--- src/life_generation_row_engine_macros.svh ---
// Assertion macros for the files that check their own logic.
`ifndef LIFE_GENERATION_ROW_ENGINE_MACROS_SVH
`define LIFE_GENERATION_ROW_ENGINE_MACROS_SVH

// The consequent must hold in the same cycle as the antecedent.
`define LGR_ASSERT_SAME(label, ante, cons) \
  label: assert property (@(posedge clk) disable iff (rst) (ante) |-> (cons)) \
    else $error("lgr assertion failed");

// The consequent must hold in the cycle after the antecedent.
`define LGR_ASSERT_NEXT(label, ante, cons) \
  label: assert property (@(posedge clk) disable iff (rst) (ante) |=> (cons)) \
    else $error("lgr assertion failed");

`endif

--- src/lgr_pkg.sv ---
`timescale 1ns / 1ps
`default_nettype none

package lgr_pkg;

  localparam int MAX_SIZE = 64;
  localparam int ROW_W = 64;
  localparam int SIZE_W = 7;
  localparam int MIN_SIZE = 3;
  localparam int CNT_W = 4;
  localparam logic [CNT_W-1:0] BIRTH_COUNT = CNT_W'(3);
  localparam logic [CNT_W-1:0] SURVIVE_COUNT = CNT_W'(2);

  localparam int FIFO_DEPTH = 4;
  localparam int FIFO_AW = $clog2(FIFO_DEPTH);
  localparam int FIFO_CW = $clog2(FIFO_DEPTH + 1);

  // Control broadcast to every column cell.
  typedef struct packed {
    logic load;
    logic first;
    logic pass;
  } cell_ctrl_t;

  // Bits one cell hands to its neighbors.
  typedef struct packed {
    logic older;
    logic newer;
    logic cur;
  } nbr_t;

  typedef struct packed {
    logic [ROW_W-1:0] row;
    logic             last;
  } out_item_t;

  typedef struct packed {
    logic      first_valid;
    logic      second_valid;
    out_item_t first;
    out_item_t second;
  } out_push_t;

endpackage

`default_nettype wire

--- src/lgr_cell.sv ---
`timescale 1ns / 1ps
`default_nettype none

module lgr_cell
  import lgr_pkg::*;
(
  input  wire logic       clk,
  input  wire cell_ctrl_t ctrl,
  input  wire logic       in_grid,
  input  wire logic       interior,
  input  wire logic       cur_bit,
  input  wire nbr_t       left_nb,
  input  wire nbr_t       right_nb,
  output nbr_t            own_nb,
  output logic            next_bit
);

  logic older;
  logic newer;
  logic cur_m;
  logic [CNT_W-1:0] count;
  logic rule_bit;

  assign cur_m = cur_bit & in_grid;

  always_ff @(posedge clk) begin
    if (ctrl.load) begin
      older <= ctrl.first ? 1'b0 : newer;
      newer <= cur_m;
    end
  end

  assign own_nb = '{older: older, newer: newer, cur: cur_m};

  always_comb begin
    count = CNT_W'(left_nb.older) + CNT_W'(older) + CNT_W'(right_nb.older)
          + CNT_W'(left_nb.newer) + CNT_W'(right_nb.newer)
          + CNT_W'(left_nb.cur) + CNT_W'(cur_m) + CNT_W'(right_nb.cur);
    rule_bit = (count == BIRTH_COUNT) || (newer && (count == SURVIVE_COUNT));
    if (!in_grid) begin
      next_bit = 1'b0;
    end else if (ctrl.pass || !interior) begin
      next_bit = newer;
    end else begin
      next_bit = rule_bit;
    end
  end

endmodule

`default_nettype wire

--- src/lgr_out_fifo.sv ---
`timescale 1ns / 1ps
`default_nettype none

module lgr_out_fifo
  import lgr_pkg::*;
(
  input  wire logic      clk,
  input  wire logic      rst,
  input  wire out_push_t push,
  input  wire logic      pop,
  output logic           room,
  output logic           not_empty,
  output out_item_t      head,
  output logic [FIFO_CW-1:0] level
);

  out_item_t mem [FIFO_DEPTH];
  logic [FIFO_AW-1:0] wr_ptr;
  logic [FIFO_AW-1:0] rd_ptr;
  logic [FIFO_AW-1:0] wr_ptr_next;
  logic [FIFO_CW-1:0] level_next;
  logic do_pop;

  assign do_pop = pop && not_empty;

  always_comb begin
    wr_ptr_next = wr_ptr + FIFO_AW'(push.first_valid) + FIFO_AW'(push.second_valid);
    level_next = level + FIFO_CW'(push.first_valid) + FIFO_CW'(push.second_valid)
               - FIFO_CW'(do_pop);
  end

  always_ff @(posedge clk) begin
    if (rst) begin
      wr_ptr <= '0;
      rd_ptr <= '0;
      level <= '0;
    end else begin
      wr_ptr <= wr_ptr_next;
      level <= level_next;
      if (do_pop) begin
        rd_ptr <= rd_ptr + FIFO_AW'(1);
      end
    end
  end

  always_ff @(posedge clk) begin
    if (push.first_valid) begin
      mem[wr_ptr] <= push.first;
    end
    if (push.second_valid) begin
      mem[wr_ptr + FIFO_AW'(1)] <= push.second;
    end
  end

  // Room for the two transfers that a final row pushes.
  assign room = level <= FIFO_CW'(FIFO_DEPTH - 2);
  assign not_empty = level != '0;
  assign head = mem[rd_ptr];

endmodule

`default_nettype wire

--- src/life_generation_row_engine.sv ---
// Channel   Direction  Payload
// s_*       in         tdata[63:0] row_cells
// m_*       out        tdata[63:0] next_row_cells, tlast last_row
// cfg_*     in         data[6:0] grid_size
//
// One row per cycle is taken while s_tready is high; each later row pushes the
// prior row's result, formed by 64 column cells that trade neighbor bits, into
// a four-entry queue in the same cycle. The final row of a generation pushes two
// transfers, so s_tready needs two free queue entries; it depends only on level.
// Synchronous reset clears the row counter, the queue and sets grid_size to 64.
// A stalled m_tready fills the queue and then holds s_tready low.
`timescale 1ns / 1ps
`default_nettype none
`include "life_generation_row_engine_macros.svh"

module life_generation_row_engine
  import lgr_pkg::*;
(
  input  wire logic              clk,
  input  wire logic              rst,
  input  wire logic              s_tvalid,
  output logic                   s_tready,
  input  wire logic [ROW_W-1:0]  s_tdata,   // [63:0] row_cells
  output logic                   m_tvalid,
  input  wire logic              m_tready,
  output logic [ROW_W-1:0]       m_tdata,   // [63:0] next_row_cells
  output logic                   m_tlast,
  input  wire logic              cfg_valid,
  output logic                   cfg_ready,
  input  wire logic [SIZE_W-1:0] cfg_data
);

  logic [SIZE_W-1:0] grid_size;
  logic [SIZE_W-1:0] row_count;
  logic [SIZE_W-1:0] row_count_next;
  logic [SIZE_W-1:0] n_eff;
  logic [SIZE_W:0]   row_count_inc;
  logic s_fire;
  logic cfg_fire;
  logic is_final;
  cell_ctrl_t ctrl;
  nbr_t nb [ROW_W];
  logic [ROW_W-1:0] next_row;
  logic [ROW_W-1:0] cur_row;
  out_push_t push;
  out_item_t head;
  logic room;
  logic [FIFO_CW-1:0] level;

  assign cfg_ready = 1'b1;
  assign cfg_fire = cfg_valid && cfg_ready;
  assign s_tready = room;
  assign s_fire = s_tvalid && s_tready;

  always_comb begin
    if (grid_size < SIZE_W'(MIN_SIZE)) begin
      n_eff = SIZE_W'(MIN_SIZE);
    end else if (grid_size > SIZE_W'(MAX_SIZE)) begin
      n_eff = SIZE_W'(MAX_SIZE);
    end else begin
      n_eff = grid_size;
    end
  end

  assign row_count_inc = {1'b0, row_count} + (SIZE_W+1)'(1);
  assign is_final = (row_count != '0) && (row_count_inc >= {1'b0, n_eff});

  always_comb begin
    row_count_next = row_count;
    if (cfg_fire) begin
      row_count_next = '0;
    end else if (s_fire) begin
      row_count_next = is_final ? '0 : row_count_inc[SIZE_W-1:0];
    end
  end

  always_ff @(posedge clk) begin
    if (rst) begin
      grid_size <= SIZE_W'(MAX_SIZE);
      row_count <= '0;
    end else begin
      row_count <= row_count_next;
      if (cfg_fire) begin
        grid_size <= cfg_data;
      end
    end
  end

  assign ctrl = '{load: s_fire, first: row_count == '0, pass: row_count == SIZE_W'(1)};

  for (genvar x = 0; x < ROW_W; x++) begin : g_col
    logic in_grid;
    logic interior;
    nbr_t left_nb;
    nbr_t right_nb;

    assign in_grid = SIZE_W'(x) < n_eff;
    assign interior = (x >= 1) && ((SIZE_W + 1)'(x + 1) < {1'b0, n_eff});

    if (x == 0) begin : g_left_edge
      assign left_nb = '0;
    end else begin : g_left
      assign left_nb = nb[x-1];
    end
    if (x == ROW_W - 1) begin : g_right_edge
      assign right_nb = '0;
    end else begin : g_right
      assign right_nb = nb[x+1];
    end

    lgr_cell u_cell (
      .clk      (clk),
      .ctrl     (ctrl),
      .in_grid  (in_grid),
      .interior (interior),
      .cur_bit  (s_tdata[x]),
      .left_nb  (left_nb),
      .right_nb (right_nb),
      .own_nb   (nb[x]),
      .next_bit (next_row[x])
    );

    assign cur_row[x] = nb[x].cur;
  end

  assign push = '{
    first_valid:  s_fire && (row_count != '0),
    second_valid: s_fire && is_final,
    first:        '{row: next_row, last: 1'b0},
    second:       '{row: cur_row, last: 1'b1}
  };

  lgr_out_fifo u_out_fifo (
    .clk       (clk),
    .rst       (rst),
    .push      (push),
    .pop       (m_tready),
    .room      (room),
    .not_empty (m_tvalid),
    .head      (head),
    .level     (level)
  );

  assign m_tdata = head.row;
  assign m_tlast = head.last;

  `LGR_ASSERT_SAME(a_level_bound, 1'b1, level <= FIFO_CW'(FIFO_DEPTH))
  `LGR_ASSERT_SAME(a_count_in_grid, 1'b1, row_count < n_eff)
  `LGR_ASSERT_NEXT(a_final_restarts, s_fire && is_final, row_count == '0)

endmodule

`default_nettype wire
--- config.mk ---
export PLATFORM = sky130hd
export DESIGN_NAME = life_generation_row_engine
export DESIGN_NICKNAME = d
export VERILOG_FILES = /design/src/lgr_pkg.sv /design/src/lgr_cell.sv /design/src/lgr_out_fifo.sv /design/src/life_generation_row_engine.sv
export VERILOG_INCLUDE_DIRS = /design/src /design/src/src
export SDC_FILE = /design/constraint.sdc
export NUM_CORES = 1
export LEC_CHECK = 0
export BUFFER_PORTS_ARGS = -buffer_cell sky130_fd_sc_hd__buf_4
export CORE_MARGIN = 4
export CORE_UTILIZATION = 40
export CTS_CLUSTER_SIZE = 8
export DETAILED_ROUTE_END_ITERATION = 10
export RECOVER_POWER = 50
export SLEW_MARGIN = 15
export SYNTH_ARGS = -nofsm -noshare
export SYNTH_HDL_FRONTEND = slang
export SYNTH_SLANG_ARGS = --single-unit
--- constraint.sdc ---
create_clock -name clk -period 6.6 [get_ports clk]
set_input_delay 0.99 -clock clk [delete_from_list [all_inputs] [get_ports clk]]
set_output_delay 0.99 -clock clk [all_outputs]
set_load 0.02 [all_outputs]
Word-level counts from Yosys, hierarchy flattened
Memory sizes are Yosys's and may differ from the RTL's. A register that Yosys moved wholly into a read port is not among the register bits.
Cells that the tools add are included.

cells by class
  add/sub/neg operators = 446
  reductions and logical operators = 261
  mux-type cells = 136
  $mul = 0
  div/mod/pow operators = 0
  shift operators = 0
  bitwise operators = 64
  equal/unequal tests = 127
  magnitude comparators = 131

operators with widths
  cell                                                                           number
  4-bit by 1-bit adder with 4-bit output                                         375
  4-bit by 2-bit equality test with 1-bit output (second input constant)         126
  6-bit by 7-bit less-than comparator with 1-bit output (first input constant)   64
  5-bit by 7-bit less-than comparator with 1-bit output (first input constant)   32
  1-bit 2-to-1 mux                                                               131
  1-bit by 1-bit adder with 2-bit output                                         63
  1-bit logical OR                                                               126
  4-bit by 7-bit less-than comparator with 1-bit output (first input constant)   16
  1-bit logical AND                                                              68
  1-bit bitwise AND                                                              64
  1-bit zero test                                                                63
  3-bit by 7-bit less-than comparator with 1-bit output (first input constant)   8
  2-bit by 7-bit less-than comparator with 1-bit output (first input constant)   4
  7-bit 2-to-1 mux                                                               3
  1-bit by 7-bit less-than comparator with 1-bit output (first input constant)   2
  7-bit by 1-bit adder with 8-bit output (second input constant)                 1
  8-bit by 7-bit >= comparator with 1-bit output                                 1
  7-bit by 1-bit equality test with 1-bit output (second input constant)         1
  7-bit greater-than comparator (second input constant)                          1
  7-bit zero test                                                                1
  7-bit by 2-bit less-than comparator with 1-bit output (second input constant)  1
  7-bit less-than comparator (first input constant)                              1
  7-bit nonzero test                                                             1
  3-bit by 1-bit adder with 3-bit output                                         2
  7 further kinds                                                                10

word-level totals
  memory bits (read-only) = 0
  latch bits = 0
  register bits = 149
  RAM bits = 260
  memories kept = 1
  input bits = 76

memories
  name            words  bits a word  read ports  clocked after Yosys merged registers in  write ports  line                source
  u_out_fifo.mem  4      65           1           1                                        2            lgr_out_fifo.sv:17  out_item_t mem [FIFO_DEPTH];

Longest topological paths before layout
Gate-level depths: netlist of run 1.

  depth in word-level cells = 13
  mapped depth = 18
  depth with buffers taken out = 15

Modules after synthesis
Synthesis of run 1 repeated with hierarchy kept, for this count alone.

second synthesis, totals
  cell total of the unflattened synthesis = 2,569
  area, all modules = 32,376.1 sq um

by module, submodules not included
  module                      area an instance (sq um)  times used  cells an instance
  lgr_cell                    280.3                     64          26
  lgr_out_fifo                12,946.2                  1           676
  life_generation_row_engine  1,492.7                   1           229

Least setup slack after synthesis of run 1
Ideal clock, no wire load.

  kind = in2reg
  start point = input port s_tvalid
  end point = memory u_out_fifo.mem[1][10] in the netlist's numbering (enable)
  arrival = 5.939 ns
  slack = 0.238 ns
  cell stages on the path = 7
  library setup time = 0.423 ns
  required time = 6.177 ns
  path buffers = 2
  cells stage by stage = o21ai_0 > inv_1 > and3_1 > a22oi_2 > buf_6 > buf_6 > nand2_1

RTL lines
  what         line                              source
  from (decl)  life_generation_row_engine.sv:21  input wire logic s_tvalid,
  to (decl)    lgr_out_fifo.sv:17

==> metrics, run 1 <==
register area share after synthesis 40.54%; standard-cell rows 99; critical path type flip-flop to flip-flop; status finished, violations left; largest net degree at the start of global routing 65; CTS HTree Levels 2; CTS clk-pin slew, worst paths 0.05 ns; CP max stage delay roughly 1.5 ns; GRT Total Usage around a quarter; routed vias 21,830; Detail Route Antenna Nets 0; LEAKAGE 13.21 nW; Die Height around 280 µm; XOR/XNOR Fraction of Synth Area 0.3236%; PD cells 396.9 nW/µm²; GPL Wtd Cong ~0.9; first-pass detailed-route iteration total 6; Post-synth EDFFs between 300 and 400; required time worst endpoint 6.86 ns; Peak supply drop 231.4 µV; Top FF cell, synth edfxtp_1; drt total wl between 90,000 and 100,000 µm; Tightest Pin Transition between 2 and 3 ns; DIE AREA ~79,000 µm²; Initial Utilization between 40% and 50%; Max-Cap Viols 7; Crit-path slowest cell clkbuf_1; post-CTS setup buffers 0; Max Slew Vio Count 205; Setup violations, final 0; final net count ~3,200; WP data arrival 6.23 ns; layout cells sized above 1 roughly a tenth; CTS buffer count 57; Mean Syn Cell Area 11.49 µm²; GR Overflow Total 0; IO Pins 144; failing checks capacitance limit, slew limit; worst path cell trace or4_1 -> nor3b_4 -> clkbuf_1 -> nor2_1 -> nand3_4 -> nand2_1 -> buf_6; Adder-Cell Fraction of Synth Area about a quarter; Die X 280.8 µm; 1st-iter DRT viols around 2,300; Mapped Cells between 2,000 and 3,000; Crit Path Max Fanout 46; Port Buffer Count 142; slew margin rel. -93.95%; mux cell area share after synthesis about 5.7%; drc violations 0; area fraction in compound gates after synthesis roughly an eighth; Setup crit end kind flip-flop; Unique masters post-synth 69; Reg2Reg Setup Slack 0.63 ns; crit-path leading delay family simple AND/OR/NAND/NOR gates; min Tclk post-route 5.971 ns; Hold Crit Class flip-flop to flip-flop; initial antenna violation count 2; hold_buf cts 0; fin crit share around nine tenths; area delta synth->final 11.33%; Post-Synth Simple-Gate Area 7.841%; CTS max path bufs 3; Worst Clk Skew 0.02210 ns; CP startpoint kind flip-flop; main combinational cell family by area after synthesis adder cells; async set or reset register ratio after synthesis 0%; Synth Register Bits 411; Via density 5.896; TNS Setup 0 ns; Final HPWL DP 62,500 µm; number of gates resized after cts 0; DR WL/cell 24.77 µm; max frequency 167.5 MHz; Clock Latency Late Sink slightly above 0.6 ns; Clock Tree Root clkbuf_16; worst slack at placement between 1 and 1.5 ns; Synth Net Count 3,115; Hold Fails Final Rpt 0; vias in the first global route 22,880; TritonCTS clock tree yes; first-pass GRT wire length 139,900 µm; clock sink total 411; Post-Syn Area 29,780 µm²; RSZ-0062 raised after global routing false; WP buf/inv 2; core area about 73,000 µm²; PnR worst setup slack 0.6286 ns; Synth Warn # 0
[Yosys cell counts (all sizes together) (14+ instances only)]
cell type  count  area share [%]
a211oi        18            0.45
a21oi         44            0.74
a31o          16            0.47
a31oi         34            0.71
buf           61             1.2
clkbuf        64            0.81
dfxtp         27             1.8
edfxtp       384              39
fa           251              17
ha           197             8.3
inv          511             6.4
mux2i         21            0.71
mux4          65             4.9
nand2         94             1.2
nand2b        67             1.4
nand3         42            0.71
nor2         143             1.8
nor2b         28            0.59
nor3          14            0.24
nor3b         15            0.39
nor4b         14            0.41
o211ai        39            0.98
o21ai         34            0.57
o22ai        253             5.3
o31ai         14            0.35
[per-stage QoR]
step	hold WS (ns)	utilization, %	instance area (µm²)	power, mW	instances
global route	0.4731	45.21	33150	14.29	3703
global placement	0.4331	43.45	31860	10.03	3607
floorplan	0.4177	-	29780	8.560	2591
finish	0.4551	45.21	33150	13.16	3703
CTS	0.4537	45.67	33490	13.33	3702
detailed placement	0.4445	43.45	31860	10.52	3607
[layer usage]
layer / wire length, µm / vias up / global-route usage, %
li1: - / 9496 / -
met5: 13 / - / 0
met2: 44440 / 924 / 39.20
met1: 36860 / 11200 / 30.59
met4: 3449 / 2 / 8.316
met3: 6945 / 209 / 4.046
[kinds of logic (layout without fill, tap and decap cells)]
logic type	count (synthesis)	after routing
other	1	2
adder cells (fa/ha/maj)	448	448
AO/OA/AOI/OAI	533	533
AND/OR/NAND/NOR	464	464
buffers and inverters	636	788
multiplexers	87	87
flip-flops	411	411
XOR/XNOR	11	11
[worst min-delay path: cells and delay by family (launching register included)]
| family | cells | cell delay (ns) |
|---|---|---|
| AOI/OAI and AO/OA | 1 | 0.05 |
| DFF | 1 | 0.30 |
| buffers and inverters | 1 | 0.05 |
[registers in the layout, indices dropped and copies added, names as in the netlist, named ones only]
| register | count |
|---|---|
| u_out_fifo.mem | 260 |
| g_col.u_cell.newer | 64 |
| g_col.u_cell.older | 64 |
| grid_size | 7 |
| row_count | 7 |
| u_out_fifo.level | 3 |
| u_out_fifo.rd_ptr | 2 |
| u_out_fifo.wr_ptr | 2 |
[cell usage in the layout (no fill, tap or decap), types with 6 or more instances in the layout]
cell and n:
o21ai_0 34, o221ai_1 12, o2111ai_1 7, clkbuf_16 59
a22oi_1 9, o311ai_0 11, a311o_1 6, xor2_1 6
nand2b_1 67, clkbuf_1 115, buf_4 96, a31oi_1 34
ha_1 197, nor3b_1 14, nor2b_1 28, mux4_2 65
nor2_1 142, nor4b_1 14, mux2i_1 21, nand2_1 92
nand3_1 41, inv_1 510, a21oi_1 44, o22ai_1 253
a211oi_1 18, fa_1 251, nor3_1 14, o31ai_1 14
a31o_2 14, dfxtp_1 26, o211ai_1 39, nor4_1 7
edfxtp_1 384
[worst paths after layout]
| check | endpoint | start | depth (start not counted) |
|---|---|---|---|
| max | u_out_fifo.mem[2][27] | row_count[2] | 7 |
| min | u_out_fifo.mem[2][0] | u_out_fifo.mem[2][0] | 2 |
| max reg2reg | u_out_fifo.mem[2][27] | row_count[2] | 7 |
| min reg2reg | u_out_fifo.mem[2][0] | u_out_fifo.mem[2][0] | 2 |
[layout make-up]
| type | count | area, µm² |
|---|---|---|
| Antenna cell | 1 | 2.502 |
| Clock buffer | 94 | 1618 |
| Clock inverter | 1 | 8.758 |
| Fill cell | 6815 | 40180 |
| Inverter | 511 | 1921 |
| Multi-Input combinational cell | 1544 | 15240 |
| Sequential cell | 411 | 12080 |
| Tap cell | 959 | 1200 |
| Timing Repair Buffer | 182 | 1089 |
[power by group]
group	internal, mW	switching (mW)	leakage [nW]	total [mW]
clock	1.64	1.14	0.779	2.78
combinational	2.91	4.02	8.93	6.93
sequential	3.18	0.266	3.49	3.44
No activity file was read; power rests on OpenSTA's default activity.
==> inputs of run 2 (changes only) <==
--- a/config.mk
+++ b/config.mk
@@ -6,11 +6,11 @@
 export SDC_FILE = /design/constraint.sdc
 export NUM_CORES = 1
 export LEC_CHECK = 0
-export BUFFER_PORTS_ARGS = -buffer_cell sky130_fd_sc_hd__buf_4
 export CORE_MARGIN = 4
 export CORE_UTILIZATION = 40
 export CTS_CLUSTER_SIZE = 8
 export DETAILED_ROUTE_END_ITERATION = 10
+export DONT_BUFFER_PORTS = 1
 export RECOVER_POWER = 50
 export SLEW_MARGIN = 15
 export SYNTH_ARGS = -nofsm -noshare
==> run 2 against run 1 <==
The flow still finishes with violations (capacitance limit, slew limit). Register-to-register slack got worse by 0.03 ns. Core utilization is 1.2 points lower. Die area stayed put. Wire length shrank 0.12%. First-iteration DRC count is 17% lower. Sequential power hardly changed. Sequential share of layout area grew 0.96 points. Maximum frequency down 0.49%. Total power is 0.74% lower. Clock skew increased by 0.0073 ns. Final cell count is 3.8% lower. Global-route usage shrank 0.11 points.
==> metrics, run 2 (synthesis results as in run 1) <==
status finished, violations left; failing checks capacitance limit, slew limit; TNS Setup 0 ns (unchanged); Via density 5.982 (+1.5%); CP startpoint kind flip-flop; CTS clk-pin slew, worst paths 0.06 ns (about the same); Max Slew Vio Count 262 (+28%); LEAKAGE 12.74 nW (-3.5%); Reg2Reg Setup Slack 0.60 ns (-0.03 ns); tightest hold margin 0.4432 ns (-0.01197 ns); post-CTS setup buffers 0 (unchanged); clock sink total 411 (unchanged); max frequency 166.6 MHz (-0.49%); placed cell area 30,740 µm² (-3.5%); Clock Latency Late Sink 0.62 ns (about the same); required time worst endpoint 6.80 ns (-0.06 ns); non-filler instance count after layout 3,562 (-3.8%); number of gates resized after cts 0 (unchanged); slew margin rel. -114.2% (-20 points); drt total wl 91,590 µm (-0.12%); min Tclk post-route 6.001 ns (+0.02931 ns); Final HPWL DP 62,560 µm (+0.10%); CTS HTree Levels 2 (unchanged); GR Overflow Total 0 (unchanged); Initial Utilization 40.61% (unchanged); worst r2r path cells 5 (-2); vias in the first global route 22,750 (-0.59%); TritonCTS clock tree yes; critical path type flip-flop to flip-flop; Crit-path slowest cell nor3b_1; filler instances 6,776 (-0.57%); PnR worst setup slack 0.5993 ns (-0.02931 ns); Hold Crit Class input pin to flip-flop; WP data arrival 6.20 ns (-0.03 ns); commonest cells after routing, fill and taps aside inv_1, edfxtp_1, o22ai_1; largest net degree at the start of global routing 66 (+1.5%); 1st-iter DRT viols 1,902 (-17%); DIE AREA 78,870 µm² (unchanged); first-pass detailed-route iteration total 5 (-1); fin crit share 90.92% (+0.44 points); Peak supply drop 231.4 µV (unchanged); worst path cell trace or4_1 -> nor3b_1 -> or3_1 -> nand2_4 -> buf_4; GRT Total Usage 23.21% (-0.11 points); Setup violations, final 0 (unchanged); Clock Tree Root clkbuf_16; Detail Route Antenna Nets 0 (unchanged); first-pass GRT wire length 138,700 µm (-0.83%); Crit Path Max Fanout 48 (+4.3%); drc violations 0 (unchanged); RSZ-0062 raised after global routing false; worst slack at placement 1.014 ns (+0.009000 ns); hold depth 1 (-1); most common cell after layout, fill and taps aside inv_1; GPL Wtd Cong 0.9009 (+0.36%); Hold Fails Final Rpt 0 (unchanged); routed vias 21,310 (-2.4%); hold_buf cts 0 (unchanged); Tightest Pin Transition 3.213 ns (+0.3041 ns); standard-cell rows 99 (unchanged); initial antenna violation count 13 (+11); Cells after DPL 3,462 (-4.0%); Die X 280.8 µm (unchanged); max reg flops 260 (unchanged); IO Pins 144 (unchanged); PD cells 404.4 nW/µm² (+1.9%); Biggest register u_out_fifo.mem; CP max stage delay 1.59 ns (+0.13 ns); core area 73,330 µm² (unchanged); Max-Cap Viols 7 (unchanged); Final Instance Area 32,300 µm² (-2.6%); final core occ 44.04% (-1.2 points); Worst Clk Skew 0.02945 ns (+0.007344 ns); final net count 3,087 (-4.5%); area delta synth->final 8.463%; Total Power 13.06 mW (-0.74%); Setup crit end kind flip-flop; biggest regs u_out_fifo.mem (260), g_col.u_cell.newer (64), g_col.u_cell.older (64); Port Buffer Count 0 (-100%); Die Height 280.8 µm (unchanged); DR WL/cell 25.71 µm (+3.8%); layout cells sized above 1 7.330% (-2.2 points); CTS buffer count 58 (+1.8%); CTS max path bufs 3 (unchanged)
[run 2: path summary, 6_finish.rpt]
path / startpoint / to
setup reg to reg: row_count[2] / u_out_fifo.mem[3][29]
hold reg to reg: u_out_fifo.mem[3][0] / u_out_fifo.mem[3][0]
hold / removal: rst / flip-flop
setup / recovery: row_count[2] / u_out_fifo.mem[3][29]
[run 2: final cells by class]
class / count / area, µm² / share of cell area, %
inverters: 511 / 1919 / 5.943
multi-input cells: 1544 / 15230 / 47.15
repair buffers: 37 / 246.5 / 0.7632
diodes: 11 / 27.53 / 0.08523
clock buffers: 85 / 1574 / 4.874
clock inverters: 4 / 25.02 / 0.07748
well taps: 959 / 1200 / 3.715
flip-flops and latches: 411 / 12080 / 37.39
[run 2: power breakdown]
group	internal (mW)	leakage (nW)	total (mW)	switching, mW
sequential	3.17	3.49	3.45	0.279
clock	1.61	0.770	2.76	1.14
combinational	2.87	8.48	6.85	3.98
[run 2: metal layers]
| metal | GRT usage (%) | vias to the layer above | share of wire, % |
|---|---|---|---|
| met3 | 5.499 | 232 | 9.0 |
| met4 | 9.018 | 12 | 3.7 |
| li1 | - | 9188 | - |
| met5 | 0 | - | 0.086 |
| met2 | 39.89 | 1001 | 49 |
| met1 | 28.42 | 10870 | 38 |
[run 2: worst max-delay path: cells and delay by family (launching register included)]
family / cells / cell delay, ns
buffers and inverters: 1 / 0.62
DFF: 1 / 0.36
and+or+nand+nor: 4 / 4.50
